===== src/hw/rtl/slc_pkg.sv =====
// shared types and constants for the sharded lru cache
// used by slc_ways and sharded_lru_cache; no dependencies
package slc_pkg;

    localparam int KEY_BITS   = 32;
    localparam int VALUE_BITS = 32;
    localparam int CFG_BITS   = 4;

    localparam logic [CFG_BITS-1:0] WAYS_IN_USE_RESET = 4'd8;

    localparam logic FUNC_GET = 1'b0;
    localparam logic FUNC_SET = 1'b1;

    typedef enum logic [2:0] {
        ST_CLEAR,
        ST_IDLE,
        ST_REDUCE,
        ST_LOOKUP,
        ST_UPDATE
    } state_t;

    // lookup result handed from the way logic to the sequencer
    typedef struct packed {
        logic hit;
        logic wrote;
    } status_t;

endpackage


===== src/hw/rtl/slc_ways.sv =====
// way logic: hit search, victim and free way choice, age update of one shard row
// uses slc_pkg for the status struct and operation codes
module slc_ways #(
    parameter int WAYS      = 8,
    parameter int DATA_BITS = 32
) (
    input  logic [WAYS*(1+((WAYS > 1) ? $clog2(WAYS) : 1)+32+DATA_BITS)-1:0] row,
    input  logic                                  func,
    input  logic [31:0]                           key,
    input  logic [DATA_BITS-1:0]                  wval,
    input  logic [slc_pkg::CFG_BITS-1:0]          ways_in_use,
    output slc_pkg::status_t                      status,
    output logic [WAYS*(1+((WAYS > 1) ? $clog2(WAYS) : 1)+32+DATA_BITS)-1:0] row_next,
    output logic [DATA_BITS-1:0]                  rd_value
);

    localparam int AGE_BITS   = (WAYS > 1) ? $clog2(WAYS) : 1;
    localparam int WAY_BITS   = (WAYS > 1) ? $clog2(WAYS) : 1;
    localparam int CNT_BITS   = $clog2(WAYS + 1);
    localparam int KEY_BITS   = slc_pkg::KEY_BITS;
    localparam int ENTRY_BITS = 1 + AGE_BITS + KEY_BITS + DATA_BITS;

    logic [WAYS-1:0]      valid_a;
    logic [AGE_BITS-1:0]  age_a [WAYS];
    logic [KEY_BITS-1:0]  key_a [WAYS];
    logic [DATA_BITS-1:0] val_a [WAYS];
    logic [WAYS-1:0]      valid_n;
    logic [AGE_BITS-1:0]  age_n [WAYS];
    logic [KEY_BITS-1:0]  key_n [WAYS];
    logic [DATA_BITS-1:0] val_n [WAYS];

    logic [WAYS-1:0]     match;
    logic [WAYS-1:0]     free;
    logic [WAYS-1:0]     oldest;
    logic [CNT_BITS-1:0] count;
    logic [WAY_BITS-1:0] hit_way;
    logic [WAY_BITS-1:0] free_way;
    logic [WAY_BITS-1:0] vict_way;
    logic [WAY_BITS-1:0] ins_way;
    logic [AGE_BITS-1:0] hit_age;
    logic [6:0]          cap;
    logic                found;
    logic                room;
    logic                do_insert;

    always_comb
    begin
        count = '0;
        for (int i = 0; i < WAYS; i++)
        begin
            valid_a[i] = row[i*ENTRY_BITS + ENTRY_BITS - 1];
            age_a[i]   = row[i*ENTRY_BITS + KEY_BITS + DATA_BITS +: AGE_BITS];
            key_a[i]   = row[i*ENTRY_BITS + DATA_BITS +: KEY_BITS];
            val_a[i]   = row[i*ENTRY_BITS +: DATA_BITS];
            count      = count + CNT_BITS'(valid_a[i]);
        end
    end

    // ages of valid entries are always 0..count-1, so the oldest has count-1
    always_comb
    begin
        hit_way  = '0;
        free_way = '0;
        vict_way = '0;
        for (int i = 0; i < WAYS; i++)
        begin
            match[i]  = valid_a[i] && (key_a[i] == key);
            free[i]   = !valid_a[i];
            oldest[i] = valid_a[i] && (CNT_BITS'(age_a[i]) == count - CNT_BITS'(1));
        end
        for (int i = WAYS - 1; i >= 0; i--)
        begin
            if (match[i])
            begin
                hit_way = WAY_BITS'(i);
            end
            if (free[i])
            begin
                free_way = WAY_BITS'(i);
            end
            if (oldest[i])
            begin
                vict_way = WAY_BITS'(i);
            end
        end
    end

    assign found     = |match;
    assign hit_age   = age_a[hit_way];
    assign cap       = ({3'd0, ways_in_use} > 7'(WAYS)) ? 7'(WAYS) : {3'd0, ways_in_use};
    assign room      = (7'(count) < cap) && (|free);
    assign do_insert = !found && (func == slc_pkg::FUNC_SET) && (cap != 7'd0)
                     && (room || (|oldest));
    assign ins_way   = room ? free_way : vict_way;

    always_comb
    begin
        for (int i = 0; i < WAYS; i++)
        begin
            valid_n[i] = valid_a[i];
            age_n[i]   = age_a[i];
            key_n[i]   = key_a[i];
            val_n[i]   = val_a[i];
            if (found)
            begin
                if (valid_a[i] && (WAY_BITS'(i) != hit_way) && (age_a[i] < hit_age))
                begin
                    age_n[i] = age_a[i] + 1'b1;
                end
            end
            else if (do_insert)
            begin
                if (valid_a[i] && (WAY_BITS'(i) != ins_way))
                begin
                    age_n[i] = age_a[i] + 1'b1;
                end
            end
        end
        if (found)
        begin
            age_n[hit_way] = '0;
            if (func == slc_pkg::FUNC_SET)
            begin
                val_n[hit_way] = wval;
            end
        end
        else if (do_insert)
        begin
            valid_n[ins_way] = 1'b1;
            age_n[ins_way]   = '0;
            key_n[ins_way]   = key;
            val_n[ins_way]   = wval;
        end
        for (int i = 0; i < WAYS; i++)
        begin
            row_next[i*ENTRY_BITS +: ENTRY_BITS] = {valid_n[i], age_n[i], key_n[i], val_n[i]};
        end
    end

    assign rd_value     = (found && (func == slc_pkg::FUNC_GET)) ? val_a[hit_way] : '0;
    assign status.hit   = found;
    assign status.wrote = found || do_insert;

endmodule


===== config.mk =====
export PLATFORM = sky130hd
export DESIGN_NAME = slc_ways
export DESIGN_NICKNAME = d
export VERILOG_FILES = /design/src/hw/rtl/slc_pkg.sv /design/src/hw/rtl/slc_ways.sv
export SDC_FILE = /design/constraint.sdc
export NUM_CORES = 2
export LEC_CHECK = 0
export ABC_AREA = 1
export ABC_CLOCK_PERIOD_IN_PS = 15150
export BUFFER_PORTS_ARGS = -buffer_cell sky130_fd_sc_hd__buf_2
export CAP_MARGIN = 20
export CORE_AREA = 2 2 471 473
export DETAILED_ROUTE_END_ITERATION = 8
export DIE_AREA = 0 0 473 475
export REMOVE_ABC_BUFFERS = 1
export SLEW_MARGIN = 10
export SYNTH_ARGS = -nofsm -noshare
export SYNTH_HDL_FRONTEND = slang
export SYNTH_SLANG_ARGS = --single-unit

===== constraint.sdc =====
create_clock -name vclk -period 15.15
set_clock_uncertainty 0.15 [all_clocks]
set_input_delay 3.03 -clock vclk [all_inputs]
set_output_delay 3.03 -clock vclk [all_outputs]
set_load 0.005 [all_outputs]

==> out/metrics.yaml <==
outcome:
  status: "complete, no violations"
die:
  coreArea_mm2: 0.219
  start_util: 0.0749
  top_level_ports: 1191
  die_h_um: 475
  die_area_mm2: 0.225
  num_rows: 172
  die_x_um: 473
power:
  p_per_area_mw_per_mm2: 68.0
  total_power_mw: 1.75
  max-vdd-ir-drop_uv: 77.8
  power.static_leakage_nw: 13.1
worst_setup_path:
  cp.arrival_ns: 10.32
  crit_start: "row[67]"
  cp-start-kind: "input pin"
  crit_type: "input pin to output port"
  cp_max_fo: 33
  crit_required_ns: 11.97
  cp-end-kind: "output port"
sta:
  fmax_mhz: 74.1
  rsz0062_at_grt: "false"
  slew_headroom: 0.251
  holdWs_ns: 6.22
  slew_violations: 0
  finalHoldViolations: 0
  timing.final.crit_share: 0.891
  setup_tns_ns: 0
  setup_violations: 0
  worst_pin_slew_ns: 1.11
  finalCriticalPeriod_ns: 13.50
cells_and_area:
  seqCellArea_um2: 0
  area_delta_synth_final_pct: 57.0
  num-clock-buffers: 0
  final_cells: 7334
  nFlopsAndLatches: 0
  finalNetCount: 5040
  drive_above_1_share: 0.318
yosys:
  avgSynthCellArea_um2: 4.94
  synthCells: 3318
  yosysSeqAreaShare: 0
  synth_compound_gate_area_share: 0.274
  synth-simple-area-share: 0.428
  synthTopCellsByCount: "nand2_1, inv_1, o21ai_0, nor2_1, nand4_1"
  synthXorXnorAreaFrac: 0.0528
  yosysTopAreaCell: "nand2_1"
  ys_types: 55
  yosysWarnings: 0
  yosys-top-cells-area: "nand2_1, o21ai_0, inv_1"
  synth_area_mm2: 0.0164
  synth.most_common_cell: "nand2_1"
  synthMuxAreaShare: 0.0432
  synth_top_area_frac: 0.259
  synthAdderAreaFrac: 0.0285
  synth_top_family_by_area: "simple AND/OR/NAND/NOR gates"
global_route:
  antenna_found_initial: 164
  grt_overflow: 0
  grt_pass1_wl_um: 319000
  gr-usage-all-layers: 0.222
  first_global_vias: 27400
  grt_start_max_net_pins: 65
hold_path:
  hold_start: "row[462]"
  hold_path_class: "input pin to output port"
clocking:
  cts_hold_buf: 0
  postCtsResizedCells: 0
  cts_setup_buffers: 0
place:
  numPortBuffers: 1191
  dp.cells: 7260
  hpwlAfterDp_um: 226000
  finalWeightedCongestion: 0.991
route:
  wl_per_cell_um: 36.0
  postRouteAntennaNets: 0
  drc: 0
  vias: 30700
  drt_pre_antenna_iters: 6
  finalWirelength_um: 264000
  avgViaCountPerCell: 4.18
  first_iter_violations: 3319
job:
  drv_cap: 0
==> cell families after synthesis <==
| group | Yosys count |
|---|---|
| buf+inv | 688 |
| xor+xnor | 99 |
| compound gates | 754 |
| simple gates | 1679 |
| mux | 63 |
| fa+ha+maj | 35 |
==> final timing paths <==
path | endpoint | slack (ns) | depth (start not counted)
worst max-delay path | row_next[94] | 1.65 | 26
worst min-delay path | row_next[462] | 6.22 | 4
==> per-layer routing <==
| layer | part of all wire | track usage | vias to the layer above |
|---|---|---|---|
| met5 | 0.0010 | 0 | - |
| met4 | 0.096 | 0.169 | 42 |
| met3 | 0.11 | 0.0846 | 776 |
| met2 | 0.48 | 0.396 | 2575 |
| met1 | 0.31 | 0.205 | 14100 |
| li1 | - | - | 13100 |
==> critical path: stages <==
cell and delay [ns]:
buf_2 0.21, fa_1 0.56, inv_1 0.05, fa_1 0.50, fa_1 0.41, inv_1 0.06, ha_1 0.16, inv_1 0.07
fa_1 0.53, ha_1 0.49, a21oi_1 0.20, o21ai_0 0.09, nor4_1 0.48, nor2_1 0.12, nand2_1 0.09, nor2_1 0.04
nor2_1 0.08, nor2_1 0.08, nor2_1 0.15, nand2_1 0.60, nor2_4 0.76, inv_2 0.32, o31ai_4 0.11, buf_4 0.47
mux2_2 0.41, buf_2 0.13
==> cell usage in the layout (no fill, tap or decap), types with 52 or more instances in the layout <==
cell type / synthesis / layout
buf_2: 75 / 1191
nand2_1: 1134 / 1134
inv_1: 462 / 460
o21ai_0: 417 / 417
nor2_1: 238 / 236
nand4_1: 90 / 90
nand3_1: 89 / 89
diode_2: 0 / 73
a211oi_1: 71 / 71
o221ai_1: 68 / 68
buf_4: 29 / 64
a21oi_1: 58 / 58
xnor2_1: 57 / 57
mux2_2: 53 / 53
o21ai_1: 52 / 52
==> stage by stage <==
| stage | instance area, um^2 | setup slack, ns | utilization |
|---|---|---|---|
| floorplan | 15400 | 2.83 | - |
| global placement | 25500 | 1.78 | 0.117 |
| detailed placement | 25500 | 1.71 | 0.117 |
| CTS | 25500 | 1.70 | 0.117 |
| global route | 25700 | 1.12 | 0.117 |
| finish | 25800 | 1.65 | 0.118 |
==> power breakdown <==
part | leakage (nW) | switching (mW) | total, mW | internal (mW)
sequential | 0 | 0 | 0 | 0
combinational | 13.1 | 1.25 | 1.75 | 0.505
clock | 0.000454 | 0 | 0.000000290 | 0.000000289
total | 13.1 | 1.25 | 1.75 | 0.505
==> area by class of cell <==
type	instances	area [um^2]
well taps	2871	3590
fillers	26300	193000
multi-input cells	2630	13600
inverters	502	1890
repair buffers	1258	6510
diodes	73	183
Power figures use the tool's default switching activity.
