$ cat src/hw/rtl/slc_ram.sv
// generic single-port-write, single-port-read ram with registered read data
// no dependencies
module slc_ram #(
    parameter int WIDTH = 32,
    parameter int DEPTH = 8
) (
    input  logic                                       clk,
    input  logic                                       we,
    input  logic [((DEPTH > 1) ? $clog2(DEPTH) : 1)-1:0] waddr,
    input  logic [WIDTH-1:0]                           wdata,
    input  logic                                       re,
    input  logic [((DEPTH > 1) ? $clog2(DEPTH) : 1)-1:0] raddr,
    output logic [WIDTH-1:0]                           rdata
);

    logic [WIDTH-1:0] mem_reg [DEPTH];

    always_ff @(posedge clk)
    begin
        if (we)
        begin
            mem_reg[waddr] <= wdata;
        end
        if (re)
        begin
            rdata <= mem_reg[raddr];
        end
    end

endmodule

$ cat config.mk
export PLATFORM = sky130hd
export DESIGN_NAME = slc_ram
export DESIGN_NICKNAME = d
export VERILOG_FILES = /design/src/hw/rtl/slc_ram.sv
export SDC_FILE = /design/constraint.sdc
export NUM_CORES = 1
export LEC_CHECK = 0
export ABC_AREA = 1
export BUFFER_PORTS_ARGS = -buffer_cell sky130_fd_sc_hd__buf_2
export CAP_MARGIN = 0
export CORE_MARGIN = 5
export CORE_UTILIZATION = 49
export DETAILED_ROUTE_END_ITERATION = 12
export PLACE_DENSITY = 0.69
export SYNTH_ARGS = -nofsm -noshare
export SYNTH_HDL_FRONTEND = slang
export SYNTH_SLANG_ARGS = --single-unit
export TNS_END_PERCENT = 5
$ cat constraint.sdc
create_clock -name clk -period 2.2 [get_ports clk]
set_input_delay 0.33 -clock clk [delete_from_list [all_inputs] [get_ports clk]]
set_output_delay 0.33 -clock clk [all_outputs]
set_load 0.005 [all_outputs]
==> results.py, run 1 <==
metrics = {
    "global_route": {
        "grt_overflow_total": 0,
        "grt_pass1_vias": 7393,
        "grtUsageTotal_pct": 17.33,
        "grt_max_degree": 129,
        "grt_pass1_wl_um": 38600,
        "antenna_found_initial": 3,
    },
    "clock_network": {
        "cts-htree-levels": 1,
        "clock_sinks": 288,
        "cts_buffers": 29,
        "post-cts-setup-buffers": 0,
        "cts_tree": "yes",
        "insertion_delay_ps": 540,
        "root_buffer": "clkbuf_16",
        "cts_resized": 0,
        "hold_buffers": 0,
        "path_clk_slew_ps": 60,
        "clockBufferDepth": 3,
    },
    "route": {
        "viasPerCell": 4.761,
        "wl_per_cell_um": 15.30,
        "drt-total-wl_um": 24160,
        "vias": 7517,
        "drtAntennaViolNets": 0,
        "first_iter_violations": 542,
        "dr.pass1.iters": 5,
        "drc": 0,
    },
    "timing": {
        "setup_tns_ps": 0,
        "layout_setup_ws_ps": 753.7,
        "period_needed_ps": 1446,
        "finalCritPeriodShare_pct": 65.74,
        "rsz0062_at_grt": "false",
        "max_clock_freq_mhz": 691.4,
        "max_slew_margin_pct": 60.08,
        "setup_violations": 0,
        "fin_skew_ps": 8.996,
        "tightest_slew_ps": 598.8,
        "slew_viol_final": 0,
        "hold_viol": 0,
    },
    "floorplan": {
        "die-area_um2": 28140,
        "fp.coreArea_um2": 24390,
        "start_util_pct": 49.99,
        "rows": 57,
        "io_pins": 73,
        "die_width_um": 167.7,
        "die_h_um": 167.7,
    },
    "worst_setup_path": {
        "crit_slowest_cell": "edfxtp_1",
        "arrival_ps": 1120,
        "crit_buf_inv": 1,
        "crit_family": "flip-flops",
        "cp_cell_sequence": "buf_2",
        "ff2ff_setup_slack_ps": 1130,
        "cp_max_fo": 1,
        "required_ps": 1870,
        "startpoint_type": "flip-flop",
        "slowest_delay_ps": 420,
        "path_class": "flip-flop to output port",
        "end_kind": "output port",
    },
    "yosys": {
        "seq_area_frac_synth_pct": 70.93,
        "yosys_warnings": 0,
        "synth-async-reset-ratio_pct": 0,
        "synth_area_leaders": "edfxtp_1, nand2_1, inv_1",
        "synth.most_common_cell": "nand2_1",
        "synth_area_per_cell_um2": 10.55,
        "synth_cells": 1156,
        "yosysTopAreaCellShare_pct": 70.93,
        "synth-seq-cells": 288,
        "synth_common_cells": "nand2_1, edfxtp_1, inv_1, nand3_1, buf_2",
        "ys_types": 11,
        "yosysTopAreaCell": "edfxtp_1",
        "syn-cell-area_um2": 12190,
        "synthesis.nets": 1197,
        "ys.flop_type": "edfxtp_1",
        "synth-edff-count": 288,
    },
    "run_status": {
        "status": "completed",
    },
    "cells_and_area": {
        "largest_reg_flops": 256,
        "design_area_um2": 14010,
        "fin_nets": 1272,
        "drive_gt1_share_pct": 11.89,
        "fin_util_pct": 57.45,
        "syn2layout_area_growth_pct": 14.92,
    },
    "pwr": {
        "combPwrFrac_pct": 6.4,
        "p_int_mw": 9.393,
        "power_frac_seq_pct": 53.1,
        "p_sw_mw": 2.518,
        "p_leak_nw": 6.344,
        "p_total_mw": 11.91,
        "cellPowerDensity_nw_per_um2": 850.0,
        "ir_worst_vdd_v": 0.0005376,
        "p_clk_share_pct": 40.6,
        "netSwitchingFraction_pct": 21.14,
    },
    "place": {
        "dp_hpwl_um": 12510,
        "gp_congestion": 0.7380,
        "dpl_cell_area_um2": 13050,
        "port_buffers": 72,
        "dp_slack_ps": 589.5,
    },
    "job": {
        "maxCapViolCount": 0,
    },
    "min_path": {
        "hp-class": "input pin to flip-flop",
    },
}
[power groups by stage]
| stage | logic (mW) | registers, mW | clock network, mW |
|---|---|---|---|
| 2_1_floorplan | 0.442 | 6.43 | 0 |
| 3_3_place_gp | 0.747 | 6.43 | 0 |
| 3_5_place_dp | 0.763 | 6.44 | 0 |
| 4_1_cts | 0.768 | 6.32 | 4.95 |
| 5_1_grt | 0.864 | 6.33 | 5.20 |
| 6_report | 0.757 | 6.32 | 4.84 |
[layout make-up]
cell class                      instances  area (µm²)
Antenna cell                            2       5.005
Clock buffer                           30       729.5
Clock inverter                         23       224.0
Fill cell                            1980       10380
Inverter                              262       984.7
Multi-Input combinational cell        558        2315
Sequential cell                       288        8648
Tap cell                              324       405.4
Timing Repair Buffer                   92       700.7
[logic make-up after synthesis]
group / synth area share, %
and+or+nand+nor: 18.49
buffers and inverters: 10.58
DFF: 70.93
[worst paths after layout]
check,start,to,cells after the start
max,rdata[5]$_DFFE_PP_,rdata[5],1
min,wdata[28],mem_reg[3][28]$_DFFE_PP_,1
max reg2reg,mem_reg[7][9]$_DFFE_PP_,rdata[9]$_DFFE_PP_,6
min reg2reg,mem_reg[1][15]$_DFFE_PP_,rdata[15]$_DFFE_PP_,6
[routing by layer]
metal  part of all wire (%)  global-route usage [%]
met5                  0.087                       0
met2                     47                   28.07
met4                    2.7                   5.505
met1                     44                   23.83
met3                    7.1                   3.442
[per-stage QoR]
step,hold slack [ps],cells
after floorplan,428.9,1156
after global placement,594.6,1524
after detailed placement,593.4,1524
after CTS,15.09,1577
after global routing,34.92,1578
final,46.86,1579
[placed cells by master (no fill, tap or decap), types with 3 or more instances in the layout]
cell / Yosys / routed
buf_2: 20 / 71
buf_12: 0 / 15
inv_1: 260 / 260
bufinv_16: 0 / 4
nand2_1: 422 / 422
clkinv_1: 0 / 5
clkinvlp_4: 0 / 3
nor2_4: 0 / 8
nand3_1: 128 / 128
buf_4: 5 / 6
clkbuf_16: 0 / 29
clkinv_2: 0 / 10
edfxtp_1: 288 / 288
Note: power is estimated with default switching activity, not from simulation.
==> inputs of run 2 (changes only) <==
PLACE_DENSITY = 0.66   (was 0.69)
clock period = 1.4 ns   (was 2.2 ns; I/O delays follow)
==> run 2 against run 1 <==
Against the previous run: cell area up 2.5%; clock-buffer cell count up 10; global-route usage up 0.76 points; worst hold slack better by 130 ps; sequential power up 57%; core utilization up 1.5 points.
==> results.py, run 2 (same netlist as run 1, synthesis figures left out) <==
metrics = {
    "run_status": {
        "status": "completed",
    },
    "floorplan": {
        "die-area_um2": 28140,
        "io_pins": 73,
        "die_width_um": 167.7,
        "fp.coreArea_um2": 24390,
        "die_h_um": 167.7,
        "start_util_pct": 49.99,
        "rows": 57,
    },
    "worst_setup_path": {
        "required_ps": 1190,
        "end_kind": "output port",
        "slowest_delay_ps": 410,
        "worst_r2r_path_depth": 6,
        "arrival_ps": 1100,
        "rr_endpoint": "rdata[6]$_DFFE_PP_",
        "ff2ff_setup_slack_ps": 350,
        "worstSetupStartpoint": "rdata[31]$_DFFE_PP_",
        "path_class": "flip-flop to output port",
        "crit_slowest_cell": "edfxtp_1",
        "crit_buf_inv": 1,
        "cp_cell_sequence": "buf_2",
        "cp_num_cells": 1,
        "startpoint_type": "flip-flop",
        "crit_family": "flip-flops",
        "regToRegStartpoint": "mem_reg[7][6]$_DFFE_PP_",
        "cp_max_fo": 1,
    },
    "place": {
        "port_buffers": 72,
        "dp.cells": 1540,
        "dpl_cell_area_um2": 13210,
        "dp_hpwl_um": 14550,
        "dp_slack_ps": 21.87,
        "gp_congestion": 0.7721,
    },
    "cells_and_area": {
        "fillerInstances": 2021,
        "final_common_cell": "nand2_1",
        "multi_input_area_um2": 2315,
        "num_antenna_cells": 0,
        "regArea_um2": 8648,
        "drive_gt1_share_pct": 11.72,
        "final_cell_mix": "nand2_1, edfxtp_1, inv_1",
        "fin_cells": 1621,
        "fin_util_pct": 58.90,
        "fin_nets": 1320,
        "syn2layout_area_growth_pct": 17.82,
        "largest_reg_flops": 256,
        "design_area_um2": 14370,
    },
    "min_path": {
        "hp-class": "input pin to flip-flop",
        "hp-start": "re",
        "min_path_cells": 2,
        "worstHoldEndpoint": "rdata[27]$_DFFE_PP_",
    },
    "timing": {
        "hold_viol": 0,
        "period_needed_ps": 1308,
        "finalCritPeriodShare_pct": 93.41,
        "max_clock_freq_mhz": 764.6,
        "layout_setup_ws_ps": 92.20,
        "setup_violations": 0,
        "slew_viol_final": 0,
        "rsz0062_at_grt": "false",
        "tightest_slew_ps": 434.7,
        "setup_tns_ps": 0,
        "fin_skew_ps": 4.949,
        "fin_hold_ws_ps": 178.3,
        "max_slew_margin_pct": 71.02,
    },
    "global_route": {
        "grt_max_degree": 74,
        "grt_pass1_wl_um": 40410,
        "grtUsageTotal_pct": 18.09,
        "grt_overflow_total": 0,
        "grt_pass1_vias": 7579,
        "antenna_found_initial": 0,
    },
    "route": {
        "drc": 0,
        "drtAntennaViolNets": 0,
        "viasPerCell": 4.772,
        "wl_per_cell_um": 15.66,
        "vias": 7736,
        "dr.pass1.iters": 7,
        "drt-total-wl_um": 25380,
        "first_iter_violations": 571,
    },
    "pwr": {
        "netSwitchingFraction_pct": 21.39,
        "ir_worst_vdd_v": 0.0009145,
        "p_clk_share_pct": 38.1,
        "p_total_mw": 18.18,
        "p_sw_mw": 3.889,
        "power_frac_seq_pct": 54.6,
        "p_int_mw": 14.29,
        "p_leak_nw": 6.505,
        "cellPowerDensity_nw_per_um2": 1266,
        "combPwrFrac_pct": 7.3,
    },
    "clock_network": {
        "cts_buffers": 29,
        "post-cts-setup-buffers": 0,
        "clock_sinks": 288,
        "cts-htree-levels": 1,
        "clockBufferDepth": 3,
        "insertion_delay_ps": 540,
        "path_clk_slew_ps": 60,
        "root_buffer": "clkbuf_16",
        "cts_tree": "yes",
        "cts_resized": 0,
    },
    "job": {
        "maxCapViolCount": 0,
    },
}
-- run 2: cell count changes in the layout (fill, tap and decap cells not counted), moves of 2 or more --
cell | before | now
buf_12 | 15 | 18
clkbuf_1 | 1 | 11
bufinv_16 | 4 | 1
clkinv_2 | 10 | 4
inv_6 | 2 | 0
dlygate4sd3_1 | 0 | 32
buf_4 | 6 | 19
clkinvlp_4 | 3 | 1
diode_2 | 2 | 0
-- run 2: layout make-up --
cell class              instances  share of cell area, %
clock buffers                  40                  5.339
clock inverters                 9                 0.4703
inverters                     262                  6.854
multi-input cells             558                  16.11
flip-flops and latches        288                  60.20
well taps                     324                  2.822
repair buffers                140                  8.204
-- run 2: power groups by stage --
| stage | clock, mW | sequential, mW | combinational [mW] |
|---|---|---|---|
| floorplan | 0 | 10.1 | 0.700 |
| global placement | 0 | 10.1 | 1.24 |
| detailed placement | 0 | 10.1 | 1.26 |
| CTS | 7.08 | 9.93 | 1.34 |
| global route | 7.44 | 9.95 | 1.49 |
| finish | 6.93 | 9.92 | 1.32 |
-- run 2: metal layers --
layer | part of all wire [%] | GRT usage (%) | vias up
met3 | 4.7 | 2.711 | 49
met4 | 2.5 | 4.834 | 0
met5 | 0 | 0 | -
li1 | - | - | 3860
met1 | 44 | 24.61 | 3646
met2 | 48 | 30.68 | 181
-- run 2: worst register-to-register path: stages (launching register included) --
cell and delay, ps:
edfxtp_1 370, inv_1 70, nand2_1 50, nand3_1 120, nand2_1 60, nand2_1 50, nand2_1 80
-- run 2: worst max-delay path by stage --
stage,to,slack [ps]
detailed placement,mem_reg[4][8]$_DFFE_PP_,20
global placement,mem_reg[6][11]$_DFFE_PP_,30
global route,rdata[30],60
floorplan,mem_reg[0][0]$_DFFE_PP_,-250
finish,rdata[31],90
CTS,rdata[30],60
-- run 2: what timing repair did --
action	in CTS	in global routing
endpoints found under the hold margin	256	0
setup endpoints to repair	0	0
hold buffers	32	0
==> inputs of run 3 (changes only) <==
CORE_ASPECT_RATIO = 0.75   (was default)
==> run 3 against run 2 <==
Against the previous run: cell area up 0.30%; core utilization is 0.59 points lower; combinational power is essentially flat; worst hold slack lost 5.3 ps; sequential share of layout area shrank 0.18 points; critical path depth stayed put; clock power is 2% lower.
==> results.py, run 3 (same netlist as run 1, synthesis figures left out) <==
metrics = {
    "run_status": {
        "status": "completed",
    },
    "min_path": {
        "hp-class": "input pin to flip-flop",
    },
    "worst_setup_path": {
        "startpoint_type": "flip-flop",
        "crit_slowest_cell": "edfxtp_1",
        "cp_max_fo": 1,
        "slowest_delay_ps": 450,
        "required_ps": 1190,
        "crit_family": "flip-flops",
        "cp_cell_sequence": "buf_2",
        "path_class": "flip-flop to output port",
        "end_kind": "output port",
        "arrival_ps": 1130,
        "crit_buf_inv": 1,
    },
    "global_route": {
        "grt_pass1_wl_um": 41770,
        "grt_overflow_total": 0,
        "grtUsageTotal_pct": 18.73,
        "grt_max_degree": 49,
        "grt_pass1_vias": 7609,
        "antenna_found_initial": 0,
    },
    "clock_network": {
        "cts_resized": 0,
        "hold_buffers": 32,
        "post-cts-setup-buffers": 0,
        "cts_buffers": 28,
        "cts_tree": "yes",
        "path_clk_slew_ps": 60,
        "clock_sinks": 288,
        "root_buffer": "clkbuf_16",
        "insertion_delay_ps": 540,
        "clockBufferDepth": 3,
        "cts-htree-levels": 1,
    },
    "cells_and_area": {
        "regArea_um2": 8648,
        "fillerInstances": 2006,
        "drive_gt1_share_pct": 11.94,
        "multi_input_area_um2": 2315,
        "syn2layout_area_growth_pct": 18.17,
        "final_common_cell": "nand2_1",
        "final_cell_mix": "nand2_1, edfxtp_1, inv_1",
        "num_antenna_cells": 0,
        "largest_reg_flops": 256,
        "fin_cells": 1636,
        "fin_nets": 1319,
        "design_area_um2": 14410,
    },
    "floorplan": {
        "io_pins": 73,
        "die_width_um": 192.2,
        "die_h_um": 146.6,
        "start_util_pct": 49.34,
        "fp.coreArea_um2": 24710,
        "die-area_um2": 28170,
        "rows": 50,
    },
    "place": {
        "gp_congestion": 0.7690,
        "dpl_cell_area_um2": 13270,
        "dp.cells": 1554,
        "port_buffers": 72,
        "dp_hpwl_um": 15170,
    },
    "route": {
        "vias": 7723,
        "drt-total-wl_um": 25940,
        "drc": 0,
        "first_iter_violations": 628,
        "drtAntennaViolNets": 0,
        "wl_per_cell_um": 15.86,
        "dr.pass1.iters": 5,
        "viasPerCell": 4.721,
    },
    "timing": {
        "max_slew_margin_pct": 71.01,
        "max_clock_freq_mhz": 745.7,
        "finalCritPeriodShare_pct": 95.78,
        "tightest_slew_ps": 434.9,
        "rsz0062_at_grt": "false",
        "fin_skew_ps": 18.65,
        "fin_hold_ws_ps": 173.0,
        "slew_viol_final": 0,
        "hold_viol": 0,
        "period_needed_ps": 1341,
        "setup_violations": 0,
    },
    "pwr": {
        "cellPowerDensity_nw_per_um2": 1255,
        "p_leak_nw": 6.522,
        "ir_worst_vdd_v": 0.001060,
    },
    "job": {
        "maxCapViolCount": 0,
    },
}
==> run 3: cell count changes in the layout (fill, tap and decap cells not counted), sizes merged <==
| cell | change |
|---|---|
| bufinv | -1 |
| clkbuf | -6 |
| clkinv | +7 |
| inv | +1 |
==> run 3: cell type report <==
class                           instances  area share, %
Clock buffer                           34          5.167
Clock inverter                         16         0.5297
Sequential cell                       288          60.02
Timing Repair Buffer                  140          8.440
Inverter                              262          6.843
Tap cell                              338          2.935
Multi-Input combinational cell        558          16.06
==> run 3: worst reg2reg max path, cell delays in order (launching register included) <==
cell,delay [ps]
edfxtp_1,370
inv_1,60
nand2_1,40
nand3_1,80
nand2_1,60
nand2_1,50
nand2_1,130
==> run 3: power by group <==
part           total (mW)  switching [mW]  internal, mW
clock                6.82            3.06          3.76
combinational        1.35           0.858         0.489
sequential           9.92          0.0761          9.85
==> run 3: final timing paths <==
| path | from | depth (start not counted) | slack, ps | to |
|---|---|---|---|---|
| max | rdata[24]$_DFFE_PP_ | 1 | 60 | rdata[24] |
| min | re | 2 | 170 | rdata[10]$_DFFE_PP_ |
| max reg2reg | mem_reg[3][0]$_DFFE_PP_ | 6 | 290 | rdata[0]$_DFFE_PP_ |
| min reg2reg | mem_reg[4][20]$_DFFE_PP_ | 6 | 710 | rdata[20]$_DFFE_PP_ |
==> run 3: per-layer routing <==
| metal | vias up | GRT usage [%] | part of all wire (%) | wire, µm |
|---|---|---|---|---|
| met5 | - | 0 | 0 | 0 |
| met2 | 182 | 30.23 | 46 | 12010 |
| li1 | 3857 | - | - | - |
| met1 | 3647 | 27.74 | 47 | 12230 |
| met3 | 37 | 2.533 | 4.8 | 1258 |
| met4 | 0 | 3.421 | 1.7 | 439 |
==> run 3: per-stage QoR <==
stage | setup WS (ps) | utilization [%] | TNS [ps] | total power [mW]
floorplan | -250.2 | - | -58010 | 10.81
global placement | 31.91 | 53.69 | 0 | 11.36
detailed placement | 18.72 | 53.69 | 0 | 11.39
CTS | 50.59 | 58.31 | 0 | 18.26
global route | 33.23 | 58.31 | 0 | 18.83
finish | 59.02 | 58.31 | 0 | 18.09
